`config.mk`:
```
export PLATFORM = sky130hd
export DESIGN_NAME = resp_command_array_parser_unit
export DESIGN_NICKNAME = d
export VERILOG_FILES = /design/src/rcap_pkg.sv /design/src/rcap_front.sv /design/src/rcap_fifo.sv /design/src/rcap_back.sv /design/src/resp_command_array_parser_unit.sv
export SDC_FILE = /design/constraint.sdc
export NUM_CORES = 1
export LEC_CHECK = 0
export ABC_AREA = 1
export BUFFER_PORTS_ARGS = -buffer_cell sky130_fd_sc_hd__buf_2
export CAP_MARGIN = 30
export CORE_ASPECT_RATIO = 1.75
export CORE_UTILIZATION = 38
export DETAILED_ROUTE_END_ITERATION = 8
export PLACE_DENSITY = 0.65
export SLEW_MARGIN = 40
export SYNTH_ARGS = -nofsm -noshare
export SYNTH_HDL_FRONTEND = slang
export SYNTH_SLANG_ARGS = --single-unit
```
`constraint.sdc`:
```
create_clock -name clk_i -period 3.5 [get_ports clk_i]
set_input_delay 1.05 -clock clk_i [delete_from_list [all_inputs] [get_ports clk_i]]
set_output_delay 1.05 -clock clk_i [all_outputs]
set_load 0.05 [all_outputs]
```
`src/rcap_pkg.sv`:
```
// Shared types and constants for the RESP command array parser.
// Used by rcap_front, rcap_fifo, rcap_back and the top level; no dependencies.
package rcap_pkg;

  // Stream characters
  localparam logic [7:0] CharStar   = 8'h2A;
  localparam logic [7:0] CharDollar = 8'h24;
  localparam logic [7:0] CharCr     = 8'h0D;
  localparam logic [7:0] CharLf     = 8'h0A;
  localparam logic [7:0] CharPlus   = 8'h2B;
  localparam logic [7:0] CharMinus  = 8'h2D;
  localparam logic [7:0] CharSpace  = 8'h20;
  localparam logic [7:0] CharTab    = 8'h09;
  localparam logic [7:0] Char0      = 8'h30;
  localparam logic [7:0] Char9      = 8'h39;

  // Number accumulator saturates here
  localparam logic [30:0] AccMax = 31'h7FFF_FFFF;

  // Hard ceiling on the argument count, combined with the max_args register
  localparam logic [10:0] MaxArgs = 11'd1024;

  // Configuration register indexes and reset values
  localparam logic [0:0]  CfgMaxArgs    = 1'b0;
  localparam logic [0:0]  CfgMaxBulkLen = 1'b1;
  localparam logic [10:0] MaxArgsRst    = 11'd1024;
  localparam logic [29:0] MaxBulkLenRst = 30'd536870912;

  // Error codes
  localparam logic [2:0] ErrArrayMark = 3'd0;
  localparam logic [2:0] ErrCount     = 3'd1;
  localparam logic [2:0] ErrBulkMark  = 3'd2;
  localparam logic [2:0] ErrLength    = 3'd3;
  localparam logic [2:0] ErrDataCrlf  = 3'd4;
  localparam logic [2:0] ErrBareCr    = 3'd5;

  // Event queue geometry
  localparam int unsigned FifoDepth = 4;
  localparam int unsigned FifoPtrW  = $clog2(FifoDepth);
  localparam int unsigned FifoCntW  = $clog2(FifoDepth + 1);

  typedef enum logic [3:0] {
    PH_IDLE,
    PH_SKIP,
    PH_CNT,
    PH_CNT_LF,
    PH_MARK,
    PH_LEN,
    PH_LEN_LF,
    PH_DATA,
    PH_DATA_CR,
    PH_DATA_LF
  } phase_e;

  // What the front hands to the back for one byte
  typedef enum logic [2:0] {
    OP_DATA,
    OP_ARG,
    OP_ARG_CMD,
    OP_CMD,
    OP_ERR
  } op_e;

  typedef enum logic [1:0] {
    KIND_DATA,
    KIND_ARG_END,
    KIND_CMD_END,
    KIND_ERROR
  } kind_e;

  typedef struct packed {
    op_e        op;
    logic [7:0] data;
    logic [9:0] arg;
    logic [2:0] err;
  } event_t;

  typedef struct packed {
    logic [10:0] max_args;
    logic [29:0] max_bulk_len;
  } cfg_t;

  typedef struct packed {
    logic full;
    logic empty;
  } fifo_status_t;

endpackage

```
`src/rcap_front.sv`:
```
// Front end: byte-at-a-time RESP parser state machine.
// Classifies each accepted byte and pushes at most one event into the queue.
// Depends on rcap_pkg.
module rcap_front import rcap_pkg::*; (
  input  logic       clk_i,
  input  logic       rst_ni,
  input  cfg_t       cfg_i,
  input  logic       accept_i,
  input  logic [7:0] byte_i,
  output logic       push_o,
  output event_t     event_o
);

  phase_e      phase_q, phase_d;
  logic [30:0] acc_q, acc_d;
  logic        neg_q, neg_d;
  logic        digit_q, digit_d;
  logic        started_q, started_d;
  logic        done_q, done_d;
  logic [10:0] args_left_q, args_left_d;
  logic [9:0]  arg_cnt_q, arg_cnt_d;
  logic [29:0] bytes_left_q, bytes_left_d;

  // Number-line helpers
  logic        is_digit, is_space;
  logic [34:0] acc_mul;
  logic [10:0] count_limit;
  logic [10:0] args_dec;
  logic [29:0] bytes_dec;

  logic        fail_en, finish_en;
  logic [2:0]  fail_code;

  assign is_digit    = (byte_i >= Char0) && (byte_i <= Char9);
  assign is_space    = (byte_i == CharSpace) || ((byte_i >= CharTab) && (byte_i <= CharCr));
  assign acc_mul     = {1'b0, acc_q, 3'b000} + {3'b000, acc_q, 1'b0}
                     + {27'd0, byte_i - Char0};
  assign count_limit = (cfg_i.max_args < MaxArgs) ? cfg_i.max_args : MaxArgs;
  assign args_dec    = args_left_q - 11'd1;
  assign bytes_dec   = bytes_left_q - 30'd1;

  // State registers
  always_ff @(posedge clk_i or negedge rst_ni) begin
    if (!rst_ni) begin
      phase_q      <= PH_IDLE;
      acc_q        <= '0;
      neg_q        <= 1'b0;
      digit_q      <= 1'b0;
      started_q    <= 1'b0;
      done_q       <= 1'b0;
      args_left_q  <= '0;
      arg_cnt_q    <= '0;
      bytes_left_q <= '0;
    end else if (accept_i) begin
      phase_q      <= phase_d;
      acc_q        <= acc_d;
      neg_q        <= neg_d;
      digit_q      <= digit_d;
      started_q    <= started_d;
      done_q       <= done_d;
      args_left_q  <= args_left_d;
      arg_cnt_q    <= arg_cnt_d;
      bytes_left_q <= bytes_left_d;
    end
  end

  // Next state and event
  always_comb begin
    phase_d      = phase_q;
    acc_d        = acc_q;
    neg_d        = neg_q;
    digit_d      = digit_q;
    started_d    = started_q;
    done_d       = done_q;
    args_left_d  = args_left_q;
    arg_cnt_d    = arg_cnt_q;
    bytes_left_d = bytes_left_q;
    fail_en      = 1'b0;
    fail_code    = ErrArrayMark;
    finish_en    = 1'b0;
    push_o       = 1'b0;
    event_o      = '{op: OP_DATA, data: 8'd0, arg: arg_cnt_q, err: 3'd0};

    unique case (phase_q)
      PH_IDLE: begin
        if (byte_i == CharStar) begin
          phase_d = PH_CNT;
        end else begin
          fail_en   = 1'b1;
          fail_code = ErrArrayMark;
        end
      end
      PH_CNT, PH_LEN: begin
        if (byte_i == CharCr) begin
          phase_d = (phase_q == PH_CNT) ? PH_CNT_LF : PH_LEN_LF;
        end else if (!done_q) begin
          // stoi-like scan: whitespace, sign, digits, then anything ends it
          if (is_digit) begin
            acc_d     = (acc_mul > {4'd0, AccMax}) ? AccMax : acc_mul[30:0];
            digit_d   = 1'b1;
            started_d = 1'b1;
          end else if (!started_q && is_space) begin
            started_d = 1'b0;
          end else if (!started_q && (byte_i == CharPlus || byte_i == CharMinus)) begin
            started_d = 1'b1;
            neg_d     = (byte_i == CharMinus);
          end else begin
            done_d = 1'b1;
          end
        end
      end
      PH_CNT_LF: begin
        if (byte_i != CharLf) begin
          fail_en   = 1'b1;
          fail_code = ErrBareCr;
        end else if (!digit_q || (neg_q && acc_q != '0)
                     || (acc_q > {20'd0, count_limit})) begin
          fail_en   = 1'b1;
          fail_code = ErrCount;
        end else begin
          args_left_d = acc_q[10:0];
          arg_cnt_d   = '0;
          if (acc_q == '0) begin
            push_o     = 1'b1;
            event_o.op = OP_CMD;
            phase_d    = PH_IDLE;
          end else begin
            phase_d = PH_MARK;
          end
        end
      end
      PH_LEN_LF: begin
        if (byte_i != CharLf) begin
          fail_en   = 1'b1;
          fail_code = ErrBareCr;
        end else if (!digit_q) begin
          fail_en   = 1'b1;
          fail_code = ErrLength;
        end else if (neg_q && acc_q == 31'd1) begin
          // null bulk string: empty argument
          finish_en = 1'b1;
        end else if ((neg_q && acc_q != '0)
                     || (!neg_q && acc_q > {1'b0, cfg_i.max_bulk_len})) begin
          fail_en   = 1'b1;
          fail_code = ErrLength;
        end else begin
          bytes_left_d = acc_q[29:0];
          phase_d      = (acc_q[29:0] != '0) ? PH_DATA : PH_DATA_CR;
        end
      end
      PH_MARK: begin
        if (byte_i != CharDollar) begin
          fail_en   = 1'b1;
          fail_code = ErrBulkMark;
        end else begin
          acc_d     = '0;
          neg_d     = 1'b0;
          digit_d   = 1'b0;
          started_d = 1'b0;
          done_d    = 1'b0;
          phase_d   = PH_LEN;
        end
      end
      PH_DATA: begin
        push_o       = 1'b1;
        event_o.op   = OP_DATA;
        event_o.data = byte_i;
        bytes_left_d = bytes_dec;
        if (bytes_dec == '0) begin
          phase_d = PH_DATA_CR;
        end
      end
      PH_DATA_CR: begin
        if (byte_i != CharCr) begin
          fail_en   = 1'b1;
          fail_code = ErrDataCrlf;
        end else begin
          phase_d = PH_DATA_LF;
        end
      end
      PH_DATA_LF: begin
        if (byte_i != CharLf) begin
          fail_en   = 1'b1;
          fail_code = ErrDataCrlf;
        end else begin
          finish_en = 1'b1;
        end
      end
      default: begin
        // resync: drop bytes until the next array marker
        phase_d = (byte_i == CharStar) ? PH_CNT : PH_SKIP;
      end
    endcase

    // New command: clear counters and number scan
    if (phase_d == PH_CNT && (phase_q == PH_IDLE || phase_q == PH_SKIP
                              || !(phase_q == PH_CNT))) begin
      args_left_d  = '0;
      arg_cnt_d    = '0;
      bytes_left_d = '0;
      acc_d        = '0;
      neg_d        = 1'b0;
      digit_d      = 1'b0;
      started_d    = 1'b0;
      done_d       = 1'b0;
    end

    // Close an argument, and the command with it when none remain
    if (finish_en) begin
      push_o      = 1'b1;
      arg_cnt_d   = arg_cnt_q + 10'd1;
      args_left_d = args_dec;
      if (args_dec == '0) begin
        event_o.op = OP_ARG_CMD;
        phase_d    = PH_IDLE;
      end else begin
        event_o.op = OP_ARG;
        phase_d    = PH_MARK;
      end
    end

    if (fail_en) begin
      push_o      = 1'b1;
      event_o.op  = OP_ERR;
      event_o.err = fail_code;
      phase_d     = PH_SKIP;
    end
  end

  // A command-closing event always leaves the parser idle
  a_cmd_goes_idle: assert property (@(posedge clk_i) disable iff (!rst_ni)
    accept_i && push_o && (event_o.op == OP_ARG_CMD || event_o.op == OP_CMD)
      |=> phase_q == PH_IDLE)
    else $error("command end without return to idle");

endmodule

```
`src/rcap_fifo.sv`:
```
// Small event queue between the parser front end and the result back end.
// Registers only; depth from rcap_pkg::FifoDepth. Depends on rcap_pkg.
module rcap_fifo import rcap_pkg::*; (
  input  logic         clk_i,
  input  logic         rst_ni,
  input  logic         push_i,
  input  event_t       event_i,
  input  logic         pop_i,
  output event_t       head_o,
  output fifo_status_t status_o
);

  event_t                mem_q [FifoDepth];
  logic [FifoPtrW-1:0]   wr_q, rd_q;
  logic [FifoCntW-1:0]   cnt_q;

  assign status_o.full  = (cnt_q == FifoCntW'(FifoDepth));
  assign status_o.empty = (cnt_q == '0);
  assign head_o         = mem_q[rd_q];

  // Storage
  always_ff @(posedge clk_i) begin
    if (push_i) begin
      mem_q[wr_q] <= event_i;
    end
  end

  // Pointers and fill count
  always_ff @(posedge clk_i or negedge rst_ni) begin
    if (!rst_ni) begin
      wr_q  <= '0;
      rd_q  <= '0;
      cnt_q <= '0;
    end else begin
      if (push_i) begin
        wr_q <= (wr_q == FifoPtrW'(FifoDepth - 1)) ? '0 : wr_q + 1'b1;
      end
      if (pop_i) begin
        rd_q <= (rd_q == FifoPtrW'(FifoDepth - 1)) ? '0 : rd_q + 1'b1;
      end
      if (push_i && !pop_i) begin
        cnt_q <= cnt_q + 1'b1;
      end else if (pop_i && !push_i) begin
        cnt_q <= cnt_q - 1'b1;
      end
    end
  end

  a_no_overflow: assert property (@(posedge clk_i) disable iff (!rst_ni)
    push_i |-> !status_o.full || pop_i)
    else $error("push into full event queue");

  a_no_underflow: assert property (@(posedge clk_i) disable iff (!rst_ni)
    pop_i |-> !status_o.empty)
    else $error("pop from empty event queue");

endmodule

```
`src/rcap_back.sv`:
```
// Back end: expands queued events into result transfers, one per cycle while the output is not stalled.
// Holds the output register; depends on rcap_pkg.
module rcap_back import rcap_pkg::*; (
  input  logic         clk_i,
  input  logic         rst_ni,
  input  event_t       head_i,
  input  fifo_status_t status_i,
  output logic         pop_o,
  input  logic         out_stall_i,
  output logic         out_valid_o,
  output logic [1:0]   kind_o,
  output logic [7:0]   data_byte_o,
  output logic [9:0]   arg_index_o,
  output logic [2:0]   err_code_o,
  output logic         last_o
);

  logic       valid_q, valid_d;
  logic       half_q, half_d;
  logic       load;
  kind_e      kind_q, kind_d;
  logic [7:0] data_q, data_d;
  logic [9:0] arg_q, arg_d;
  logic [2:0] err_q, err_d;
  logic       last_q, last_d;

  assign load = !valid_q || !out_stall_i;

  // Map the head event to the next result
  always_comb begin
    valid_d = valid_q;
    half_d  = half_q;
    pop_o   = 1'b0;
    kind_d  = kind_q;
    data_d  = data_q;
    arg_d   = arg_q;
    err_d   = err_q;
    last_d  = last_q;
    if (load) begin
      valid_d = !status_i.empty;
      if (!status_i.empty) begin
        data_d = 8'd0;
        arg_d  = head_i.arg;
        err_d  = 3'd0;
        last_d = 1'b1;
        pop_o  = 1'b1;
        unique case (head_i.op)
          OP_DATA: begin
            kind_d = KIND_DATA;
            data_d = head_i.data;
          end
          OP_ARG: kind_d = KIND_ARG_END;
          OP_ARG_CMD: begin
            // two results: argument end, then command end
            if (!half_q) begin
              kind_d = KIND_ARG_END;
              last_d = 1'b0;
              pop_o  = 1'b0;
              half_d = 1'b1;
            end else begin
              kind_d = KIND_CMD_END;
              arg_d  = 10'd0;
              half_d = 1'b0;
            end
          end
          OP_CMD: begin
            kind_d = KIND_CMD_END;
            arg_d  = 10'd0;
          end
          OP_ERR: begin
            kind_d = KIND_ERROR;
            err_d  = head_i.err;
          end
          default: begin
            kind_d = KIND_ERROR;
            err_d  = head_i.err;
          end
        endcase
      end
    end
  end

  // Control
  always_ff @(posedge clk_i or negedge rst_ni) begin
    if (!rst_ni) begin
      valid_q <= 1'b0;
      half_q  <= 1'b0;
    end else begin
      valid_q <= valid_d;
      half_q  <= half_d;
    end
  end

  // Output payload
  always_ff @(posedge clk_i) begin
    kind_q <= kind_d;
    data_q <= data_d;
    arg_q  <= arg_d;
    err_q  <= err_d;
    last_q <= last_d;
  end

  assign out_valid_o = valid_q;
  assign kind_o      = kind_q;
  assign data_byte_o = data_q;
  assign arg_index_o = arg_q;
  assign err_code_o  = err_q;
  assign last_o      = last_q;

  a_half_has_head: assert property (@(posedge clk_i) disable iff (!rst_ni)
    half_q |-> !status_i.empty)
    else $error("split event lost from queue");

  a_pair_follows: assert property (@(posedge clk_i) disable iff (!rst_ni)
    valid_q && !last_q && !out_stall_i |=> valid_q && kind_q == KIND_CMD_END)
    else $error("argument end not followed by command end");

endmodule

```
`src/resp_command_array_parser_unit.sv`:
```
// RESP command array parser: takes one request byte per cycle and returns data bytes,
// argument and command end marks and error codes. Top level; depends on rcap_pkg,
// rcap_front, rcap_fifo and rcap_back.
//
// The block accepts one byte every cycle while its four-entry event queue has room.
// A byte that causes a result pushes an event into the queue as it is accepted; the
// back end moves the head event into the output register when that register is free,
// one result per cycle while the output is not stalled, so a byte that closes both its
// last argument and the command yields two results from one queue entry; the queue
// absorbs these, and the input stalls only when the output side has stalled long
// enough to fill it. After an error the parser drops bytes until the next '*'. The
// argument count limit is the smaller of max_args and 1024. Configuration (index 0
// max_args, index 1 max_bulk_len) is written through cfg_we_i, effective from the next byte.
module resp_command_array_parser_unit import rcap_pkg::*; (
  input  logic        clk_i,
  input  logic        rst_ni,
  input  logic        cfg_we_i,
  input  logic [0:0]  cfg_idx_i,
  input  logic [29:0] cfg_data_i,
  input  logic        in_valid_i,
  output logic        in_stall_o,
  input  logic [7:0]  in_byte_i,
  output logic        out_valid_o,
  input  logic        out_stall_i,
  output logic [1:0]  kind_o,
  output logic [7:0]  data_byte_o,
  output logic [9:0]  arg_index_o,
  output logic [2:0]  err_code_o,
  output logic        last_o
);

  cfg_t         cfg_q;
  logic         accept;
  logic         push, pop;
  event_t       push_event, head_event;
  fifo_status_t fifo_status;

  // Configuration registers
  always_ff @(posedge clk_i or negedge rst_ni) begin
    if (!rst_ni) begin
      cfg_q.max_args     <= MaxArgsRst;
      cfg_q.max_bulk_len <= MaxBulkLenRst;
    end else if (cfg_we_i) begin
      unique case (cfg_idx_i)
        CfgMaxArgs:    cfg_q.max_args     <= cfg_data_i[10:0];
        CfgMaxBulkLen: cfg_q.max_bulk_len <= cfg_data_i;
        default:       cfg_q              <= cfg_q;
      endcase
    end
  end

  assign in_stall_o = fifo_status.full;
  assign accept     = in_valid_i && !fifo_status.full;

  rcap_front u_front (
    .clk_i    (clk_i),
    .rst_ni   (rst_ni),
    .cfg_i    (cfg_q),
    .accept_i (accept),
    .byte_i   (in_byte_i),
    .push_o   (push),
    .event_o  (push_event)
  );

  rcap_fifo u_fifo (
    .clk_i    (clk_i),
    .rst_ni   (rst_ni),
    .push_i   (push && accept),
    .event_i  (push_event),
    .pop_i    (pop),
    .head_o   (head_event),
    .status_o (fifo_status)
  );

  rcap_back u_back (
    .clk_i       (clk_i),
    .rst_ni      (rst_ni),
    .head_i      (head_event),
    .status_i    (fifo_status),
    .pop_o       (pop),
    .out_stall_i (out_stall_i),
    .out_valid_o (out_valid_o),
    .kind_o      (kind_o),
    .data_byte_o (data_byte_o),
    .arg_index_o (arg_index_o),
    .err_code_o  (err_code_o),
    .last_o      (last_o)
  );

endmodule

```
==> results of run 1 <==
-- worst max path at each step --
stage,from,to,slack [ps],cells past startpoint
after global placement,in_byte_i[5],u_front.acc_q[22]$_DFFE_PN0P_,-670,22
final,cfg_q[40]$_DFFE_PN1P_,u_fifo.cnt_q[1]$_DFFE_PN0P_,9,21
after global routing,in_byte_i[4],u_front.acc_q[4]$_DFFE_PN0P_,-110,22
after CTS,in_byte_i[5],u_front.acc_q[29]$_DFFE_PN0P_,-7,22
after detailed placement,in_byte_i[4],u_front.acc_q[22]$_DFFE_PN0P_,-720,21
after floorplan,in_byte_i[5],u_front.acc_q[24]$_DFFE_PN0P_,-220,23
-- synthesized netlist by cell type (3+ instances only) --
library cell                 n
sky130_fd_sc_hd__or2_2       3
sky130_fd_sc_hd__fa_1        7
sky130_fd_sc_hd__o31ai_1     3
sky130_fd_sc_hd__xor2_1     33
sky130_fd_sc_hd__buf_2      14
sky130_fd_sc_hd__buf_1       4
sky130_fd_sc_hd__clkinv_1    3
sky130_fd_sc_hd__o21ai_0   133
sky130_fd_sc_hd__nand2_1   574
sky130_fd_sc_hd__edfxtp_1  120
sky130_fd_sc_hd__a31oi_1    15
sky130_fd_sc_hd__nand2_2     6
sky130_fd_sc_hd__nor2_2     13
sky130_fd_sc_hd__nor3_1     18
sky130_fd_sc_hd__clkbuf_1   49
sky130_fd_sc_hd__a21o_1      6
sky130_fd_sc_hd__ha_1      112
sky130_fd_sc_hd__a211oi_1    3
sky130_fd_sc_hd__inv_1     230
sky130_fd_sc_hd__o21a_1      3
sky130_fd_sc_hd__o21ai_1    11
sky130_fd_sc_hd__nor4_1      8
sky130_fd_sc_hd__a21boi_0    4
sky130_fd_sc_hd__o21bai_1   10
sky130_fd_sc_hd__nand4_1    96
sky130_fd_sc_hd__nand3b_1   14
sky130_fd_sc_hd__dfrtp_1   138
sky130_fd_sc_hd__buf_4       3
sky130_fd_sc_hd__xnor2_1    24
sky130_fd_sc_hd__buf_6       4
sky130_fd_sc_hd__o22ai_1     4
sky130_fd_sc_hd__a21oi_1    97
sky130_fd_sc_hd__nor2_1    326
sky130_fd_sc_hd__a32oi_1     3
sky130_fd_sc_hd__nand3_1    87
-- state kept, by name, indices dropped and copies added, names as in the netlist --
register	cells
u_fifo.wr_q	2
u_back.half_q	1
u_front.bytes_left_q	30
u_back.arg_index_o	10
u_front.arg_cnt_q	10
u_back.err_code_o	3
u_front.digit_q	1
u_fifo.cnt_q	3
u_fifo.mem_q	96
u_front.args_left_q	11
u_fifo.rd_q	2
u_front.neg_q	1
u_front.phase_q	4
u_back.kind_o	2
u_back.data_byte_o	8
cfg_q	41
u_front.started_q	1
u_back.last_o	1
u_front.done_q	1
u_front.acc_q	31
u_back.out_valid_o	1
-- cells by family after synthesis --
kind of cell | count (synthesis) | synth area share (%)
simple gates | 1152 | 28.84
buf+inv | 309 | 7.218
compound gates | 300 | 9.735
flops | 260 | 42.06
fa+ha+maj | 119 | 9.120
xor+xnor | 57 | 2.954
mux | 1 | 0.06662
-- stage by stage --
stage               power (mW)  setup TNS (ps)  hold WS, ps  std cells  util [%]
floorplan                10.97           -6424        448.8       2198         -
global placement         14.29          -47040        463.5       2935     44.55
detailed placement       14.44          -50840        465.0       2935     44.57
CTS                      17.66          -14.04        482.2       2996     47.13
global route             19.76           -3489        514.0       3018     48.53
finish                   18.48               0        467.1       3018     48.53
-- per-layer routing --
metal / vias up / GRT usage [%] / part of all wire [%]
met1: 7415 / 22.57 / 35
met4: 0 / 17.37 / 7.8
met3: 176 / 2.037 / 3.3
met2: 439 / 45.76 / 54
met5: - / 0 / 0
li1: 7756 / - / -
-- power by group through the flow --
stage | clock network [mW] | logic, mW | registers (mW)
floorplan | 0 | 6.16 | 4.81
global placement | 0 | 9.93 | 4.36
detailed placement | 0 | 10.1 | 4.37
CTS | 2.92 | 10.4 | 4.32
global route | 3.02 | 12.4 | 4.39
finish | 2.86 | 11.3 | 4.32
-- critical path, cell delays in order, from the launching register on --
cell and delay [ps]:
sky130_fd_sc_hd__dfstp_2 560, sky130_fd_sc_hd__clkinv_4 80, sky130_fd_sc_hd__buf_6 140, sky130_fd_sc_hd__nand2_4 60, sky130_fd_sc_hd__ha_4 200, sky130_fd_sc_hd__buf_6 110
sky130_fd_sc_hd__a21oi_2 130, sky130_fd_sc_hd__o21a_1 140, sky130_fd_sc_hd__nand2_1 80, sky130_fd_sc_hd__nand2_2 110, sky130_fd_sc_hd__nand2_1 70, sky130_fd_sc_hd__nand2_2 100
sky130_fd_sc_hd__a21oi_2 70, sky130_fd_sc_hd__nor3_1 150, sky130_fd_sc_hd__a21boi_2 220, sky130_fd_sc_hd__nand3_2 120, sky130_fd_sc_hd__nand2_2 90, sky130_fd_sc_hd__inv_2 50
sky130_fd_sc_hd__ha_4 150, sky130_fd_sc_hd__inv_2 50, sky130_fd_sc_hd__fa_1 410, sky130_fd_sc_hd__mux2_4 280
-- layout make-up --
type,count,area (um2)
multi-input cells,1629,9195
well taps,566,708.2
inverters,234,903.4
repair buffers,281,2387
flip-flops and latches,260,7111
clock buffers,28,658.1
clock inverters,20,196.4
fillers,4217,22440
-- repair_timing --
item                                   in CTS  in global routing
gates resized for setup                    31                 87
setup endpoints to repair                  83                 88
pin swaps                                  20                 92
cloned                                      2                  9
hold buffers                                0                  0
buffers inserted                           11                 15
endpoints found under the hold margin       0                  0
==> Implementation_results.wiki, run 1 <==
{| class="wikitable"
! Metric !! Value
|-
| Top cells by area, synth || sky130_fd_sc_hd__edfxtp_1 (21%), sky130_fd_sc_hd__dfrtp_1 (20%), sky130_fd_sc_hd__nand2_1 (13%)
|-
| Antenna diode count || 0
|-
| Slew at the pin closest to its max-slew limit || 659.5 ps
|-
| End of the worst register-to-register path || u_fifo.cnt_q[1]$_DFFE_PN0P_
|-
| Die Footprint || 0.04536 mm2
|-
| Starting DRC count in detailed routing || 840
|-
| Area growth syn-to-layout || 25.19%
|-
| Clock latency on the worst-skew pair || between 500 and 600 ps
|-
| Critical path arrival || roughly 3900 ps
|-
| Most frequent cells in the layout || sky130_fd_sc_hd__nand2_1 (551), sky130_fd_sc_hd__nor2_1 (308), sky130_fd_sc_hd__inv_1 (218), sky130_fd_sc_hd__buf_4 (176), sky130_fd_sc_hd__dfrtp_1 (137)
|-
| Via density per instance || between 5 and 6
|-
| Pin count of the biggest net entering global routing || 74
|-
| Routability cong. || 0.9706
|-
| Final HPWL DP || about 40 mm
|-
| Number of antenna violations at the first check in global routing || 0
|-
| Routed WL per cell || 17.90 um
|-
| Sink count of the clock tree || 260
|-
| Final setup violation count || 0
|-
| Endpoint class of the critical path || flop
|-
| Share of power burned in the clock network || 15.5%
|-
| Number of optimization iterations in the first detailed-route pass || 6
|-
| Residual DRC count || 0
|-
| Num rows || approximately 100
|-
| Minimum setup slack in the final design || approximately 9.3 ps
|-
| Master cell of the clock root buffer || sky130_fd_sc_hd__clkbuf_16
|-
| Sequential-to-total area share from yosys stat || 42.06%
|-
| Synthesized Nets || approximately 2,400
|-
| Final number of max-transition violations || 0
|-
| Critical path startpoint category || flop
|-
| Kind of path behind the tightest hold check || input port to asynchronous set/reset pin
|-
| Worst Path Required || 3950 ps
|-
| Worst setup slack after placement || -722.3 ps
|-
| Leading cell type in the layout, fill and taps excluded || sky130_fd_sc_hd__nand2_1
|-
| Tcrit/Tclk final || 99.73%
|-
| Crit Path Class || flop to flop
|-
| Fraction of layout cells with a size suffix above 1 || between 10% and 20%
|-
| Fraction of power spent switching nets || a little under half
|-
| Max Fanout on Critical Path || 6
|-
| Remaining number of nets flagged by the antenna check after routing || 0
|-
| TritonCTS Buffers || 26
|-
| TritonCTS clock tree || yes
|-
| Final number of hold-violating endpoints || 0
|-
| Routed wire length || roughly 54 mm
|-
| Sequential share of power || a little under a quarter
|-
| Average cell area after synthesis || 7.689 um2
|-
| Max-Cap Viols || 0
|-
| Depth of the most critical reg-to-reg path || 21
|-
| Net switching power of the design || between 8 and 9 mW
|-
| Final Instance Area || between 0.02 and 0.025 mm2
|-
| Share of Yosys cell area claimed by the top area cell type || 21.32%
|-
| Total global-route track usage || 23.48%
|-
| Power density over the cells || approximately 870 mW/mm2
|-
| Warnings, synthesis || 0
|-
| Final Critical Period || 3491 ps
|-
| P_int || roughly 9.9 mW
|-
| First-pass GRT wire length || 83.00 mm
|-
| I/O Pins || 70
|-
| Achievable clock frequency || 0.2865 GHz
|-
| Starting density of the core || between 30 and 40%
|-
| Chip Width || approximately 160 um
|-
| Post-CTS clock slew at the launch and capture registers of the worst setup and hold paths || approximately 70 ps
|-
| Vertical extent of the die || 281.0 um
|-
| Final #Nets || ~2,600
|-
| Number of enable flip-flop cells after synthesis || 120
|-
| GRT overflow || 0
|-
| Worst ir drop on vdd || around 0.58 mV
|-
| Clk buf depth || 3
|-
| Cell variety after synth || 51
|-
| Synth area leader || sky130_fd_sc_hd__edfxtp_1
|-
| Netlist area before placement || 0.01690 mm2
|-
| LEAKAGE || 10.49 nW
|-
| Buffers added on ports || 69
|-
| Internal reg-to-reg setup slack || roughly 9.3 ps
|-
| Outcome || complete, no violations
|-
| Share of async-settable or async-resettable flops after synthesis || a little over half
|-
| Dominant register cell in the synthesized netlist || sky130_fd_sc_hd__dfrtp_1
|-
| Setup repair after global routing missed its margin || yes
|-
| Slew HR || between 50% and 60%
|-
| Number of instances in the synthesized netlist || 2,198
|-
| Placed instance area || between 0.015 and 0.02 mm2
|-
| R2R Path Start || cfg_q[40]$_DFFE_PN1P_
|-
| Combinational Power Share || about three fifths
|-
| Via count of the routed design || 15,790
|-
| Vias in the first global route || roughly 16,000
|-
| Flop and latch count out of synthesis || 260
|-
| Worst Skew || a little under 30 ps
|-
| Core Box Area || between 0.04 and 0.05 mm2
|-
| Count of H-tree levels built during CTS || 1
|}
(Power assumes the default switching activity.)
==> run 2, diff against run 1 <==
Settings changed: CORE_ASPECT_RATIO 1.75 to 1.25, GPL_TIMING_DRIVEN set to 0.
==> Implementation_results.wiki, run 2 (synthesis gave the netlist of run 1 again) <==
{| class="wikitable"
! Metric !! Value
|-
| Area growth syn-to-layout || 19.75%
|-
| Final number of max-transition violations || 0 (unchanged)
|-
| Crit Path Class || input port to flop
|-
| Max reg flops || 96 (unchanged)
|-
| Vias in the first global route || 15,530 (-3.3%)
|-
| Net switching power of the design || 8.268 mW (-3.4%)
|-
| Regs by FF count || u_fifo.mem_q x96, cfg_q x41, u_front.acc_q x31
|-
| Starting DRC count in detailed routing || 1,044 (+24%)
|-
| First-pass GRT wire length || 80.53 mm (-3.0%)
|-
| Total global-route track usage || 22.48% (-1.0 points)
|-
| Critical path startpoint category || input port
|-
| Endpoint class of the critical path || flop
|-
| Clock latency on the worst-skew pair || 560 ps (-20 ps)
|-
| Leading cell type in the layout, fill and taps excluded || sky130_fd_sc_hd__nand2_1
|-
| Buffers added on ports || 69 (unchanged)
|-
| P_int || 9.152 mW (-7.7%)
|-
| Routed WL per cell || 17.36 um (-3.0%)
|-
| Kind of path behind the tightest hold check || input port to asynchronous set/reset pin
|-
| Internal reg-to-reg setup slack || -110 ps (-120 ps)
|-
| Num rows || 86 (-15%)
|-
| Final Non-Filler Cells || 2,937 (-2.7%)
|-
| Setup repair after global routing missed its margin || yes
|-
| Final Critical Period || 3629 ps (+138.3 ps)
|-
| Share of power burned in the clock network || 17.1% (+1.6 points)
|-
| Slew at the pin closest to its max-slew limit || 775.3 ps (+115.8 ps)
|-
| Vertical extent of the die || 237.8 um (-15%)
|-
| Max Fanout on Critical Path || 7 (+1)
|-
| Remaining number of nets flagged by the antenna check after routing || 0 (unchanged)
|-
| Post-CTS clock slew at the launch and capture registers of the worst setup and hold paths || 70 ps (about the same)
|-
| Final HPWL DP || 38.02 mm (-5.5%)
|-
| Clk buf depth || 3 (unchanged)
|-
| Worst Skew || 15.26 ps (-14.33 ps)
|-
| Most frequent cells in the layout || sky130_fd_sc_hd__nand2_1 (554), sky130_fd_sc_hd__nor2_1 (311), sky130_fd_sc_hd__inv_1 (216), sky130_fd_sc_hd__o21ai_0 (125)
|-
| Number of optimization iterations in the first detailed-route pass || 6 (unchanged)
|-
| Pin count of the biggest net entering global routing || 70 (-5.4%)
|-
| Via density per instance || 5.318 (+1.7%)
|-
| Hold-fix buffer count after cts || 0 (unchanged)
|-
| Slew HR || 48.19% (-7.8 points)
|-
| Die Footprint || 0.04533 mm2 (about the same)
|-
| R2R Path Start || u_front.acc_q[5]$_DFFE_PN0P_
|-
| Count of H-tree levels built during CTS || 1 (unchanged)
|-
| Worst ir drop on vdd || 0.5098 mV (-12%)
|-
| Critical path arrival || 4120 ps (+180 ps)
|-
| Master cell of the clock root buffer || sky130_fd_sc_hd__clkbuf_16
|-
| Minimum setup slack in the final design || -128.9 ps (-138.3 ps)
|-
| Fraction of power spent switching nets || 47.46% (+1.2 points)
|-
| Max-Cap Viols || 0 (unchanged)
|-
| Final setup violation count || 32 (+32)
|-
| Sink count of the clock tree || 260 (unchanged)
|-
| Violations in the final reports || setup timing
|-
| TritonCTS Buffers || 28 (+7.7%)
|-
| Achievable clock frequency || 0.2756 GHz (-3.8%)
|-
| Number of placed cells counting well taps || 2,842 (-3.2%)
|-
| Routed wire length || 50.99 mm (-5.6%)
|-
| I/O Pins || 70 (unchanged)
|-
| Core Box Area || 0.04401 mm2 (+0.94%)
|-
| Via count of the routed design || 15,620 (-1.1%)
|-
| Final #Nets || 2,506 (-3.4%)
|-
| Total negative setup slack || -2392 ps (-2392 ps)
|-
| Register name with the most flops || u_fifo.mem_q
|-
| TritonCTS clock tree || yes
|-
| Power density over the cells || 860.7 mW/mm2 (-1.4%)
|-
| LEAKAGE || 9.768 nW (-6.8%)
|-
| Worst Path Required || 3990 ps (+40 ps)
|-
| Residual DRC count || 0 (unchanged)
|-
| GRT overflow || 0 (unchanged)
|-
| Routability cong. || 0.9154 (-5.7%)
|-
| Depth of the most critical reg-to-reg path || 20 (-4.8%)
|-
| Fraction of layout cells with a size suffix above 1 || 14.97% (-4.5 points)
|-
| Final number of hold-violating endpoints || 0 (unchanged)
|-
| End of the worst register-to-register path || u_front.acc_q[22]$_DFFE_PN0P_
|-
| Combinational Power Share || 56.6% (-4.5 points)
|-
| Starting density of the core || 38.40% (-0.36 points)
|-
| Sequential share of power || 26.2% (+2.8 points)
|-
| Chip Width || 190.6 um (+18%)
|-
| Outcome || complete, but fails checks
|-
| Number of antenna violations at the first check in global routing || 1 (+1)
|-
| Tcrit/Tclk final || 103.7% (+4.0 points)
|}
run 2: cell types whose count changed in the layout (fill, tap and decap cells not counted), moves of 4 or more:
cell and change:
sky130_fd_sc_hd__buf_4 -146, sky130_fd_sc_hd__clkbuf_1 +44, sky130_fd_sc_hd__dfrtp_1 -17, sky130_fd_sc_hd__dfrtp_2 +17
sky130_fd_sc_hd__buf_12 -15, sky130_fd_sc_hd__buf_2 +10, sky130_fd_sc_hd__nor2_2 -9, sky130_fd_sc_hd__buf_8 +6
sky130_fd_sc_hd__clkbuf_8 +6, sky130_fd_sc_hd__nor2_4 +6, sky130_fd_sc_hd__a21oi_1 +5, sky130_fd_sc_hd__a21oi_2 -4
sky130_fd_sc_hd__buf_1 +4, sky130_fd_sc_hd__clkinv_2 +4
run 2: final cells by class:
type                            count  area (um2)
Timing Repair Buffer              115       913.4
Fill cell                        4283       23770
Buffer                             75       426.7
Multi-Input combinational cell   1629        9220
Inverter                          234       910.9
Clock buffer                       32       757.0
Antenna cell                        1       2.502
Sequential cell                   260        7132
Tap cell                          572       715.7
Clock inverter                     19       161.4
run 2: through the flow:
step                instance area (um2)  power [mW]  utilization [%]  setup WS [ps]  hold slack, ps
floorplan                         17180       10.97                -         -218.3           448.8
global placement                  18240       13.25            41.44          -1034           466.8
detailed placement                18340       13.45            41.66          -1057           470.2
CTS                               19790       16.98            44.98         -79.24           348.1
global route                      20240       18.75            45.98         -265.2           367.2
finish                            20240       17.42            45.99         -128.9           362.8
run 2: worst max-delay path by stage:
| stage | startpoint | to | slack (ps) | cells past startpoint |
|---|---|---|---|---|
| finish | in_byte_i[4] | u_front.acc_q[22]$_DFFE_PN0P_ | -130 | 23 |
| global route | in_byte_i[4] | u_front.acc_q[1]$_DFFE_PN0P_ | -270 | 25 |
| CTS | u_front.acc_q[29]$_DFFE_PN0P_ | u_fifo.cnt_q[1]$_DFFE_PN0P_ | -80 | 17 |
| detailed placement | in_byte_i[5] | u_front.acc_q[27]$_DFFE_PN0P_ | -1060 | 19 |
| global placement | in_byte_i[5] | u_front.acc_q[27]$_DFFE_PN0P_ | -1030 | 19 |
| floorplan | in_byte_i[5] | u_front.acc_q[24]$_DFFE_PN0P_ | -220 | 23 |
run 2: timing repair:
item | in CTS | in global routing
buffers inserted | 22 | 14
setup endpoints to repair | 185 | 136
pin swaps | 51 | 39
resized for setup | 71 | 83
gates cloned | 6 | 0
run 2: worst max-delay path: stages:
cell                        delay [ps]
sky130_fd_sc_hd__buf_12            110
sky130_fd_sc_hd__inv_8              40
sky130_fd_sc_hd__ha_4              250
sky130_fd_sc_hd__inv_2              30
sky130_fd_sc_hd__fa_1              490
sky130_fd_sc_hd__inv_2              50
sky130_fd_sc_hd__ha_4              270
sky130_fd_sc_hd__nand3b_1           90
sky130_fd_sc_hd__nand2_2           110
sky130_fd_sc_hd__a21oi_4            90
sky130_fd_sc_hd__buf_6             130
sky130_fd_sc_hd__o21ai_4           170
sky130_fd_sc_hd__nand4_1           120
sky130_fd_sc_hd__nand2_1           120
sky130_fd_sc_hd__xor2_2            210
sky130_fd_sc_hd__nor2_4             50
sky130_fd_sc_hd__buf_12            140
sky130_fd_sc_hd__clkbuf_16         160
sky130_fd_sc_hd__nand3_1            80
sky130_fd_sc_hd__nand2_1            50
sky130_fd_sc_hd__nor2_1             90
sky130_fd_sc_hd__nand4_1           110
sky130_fd_sc_hd__nand2_1           100
run 2: power groups by stage:
| stage | Sequential (mW) | Clock, mW | Combinational, mW |
|---|---|---|---|
| 5_1_grt | 4.64 | 3.15 | 11.0 |
| 3_5_place_dp | 4.61 | 0 | 8.84 |
| 6_report | 4.57 | 2.98 | 9.87 |
| 2_1_floorplan | 4.81 | 0 | 6.16 |
| 3_3_place_gp | 4.60 | 0 | 8.65 |
| 4_1_cts | 4.54 | 3.04 | 9.40 |
run 2: layer usage:
metal	wire, um	vias to the layer above	track usage, %
met5	11	-	0
met4	2533	2	9.915
met1	20340	7382	26.23
met2	25440	494	40.87
li1	-	7587	-
met3	2670	154	2.613
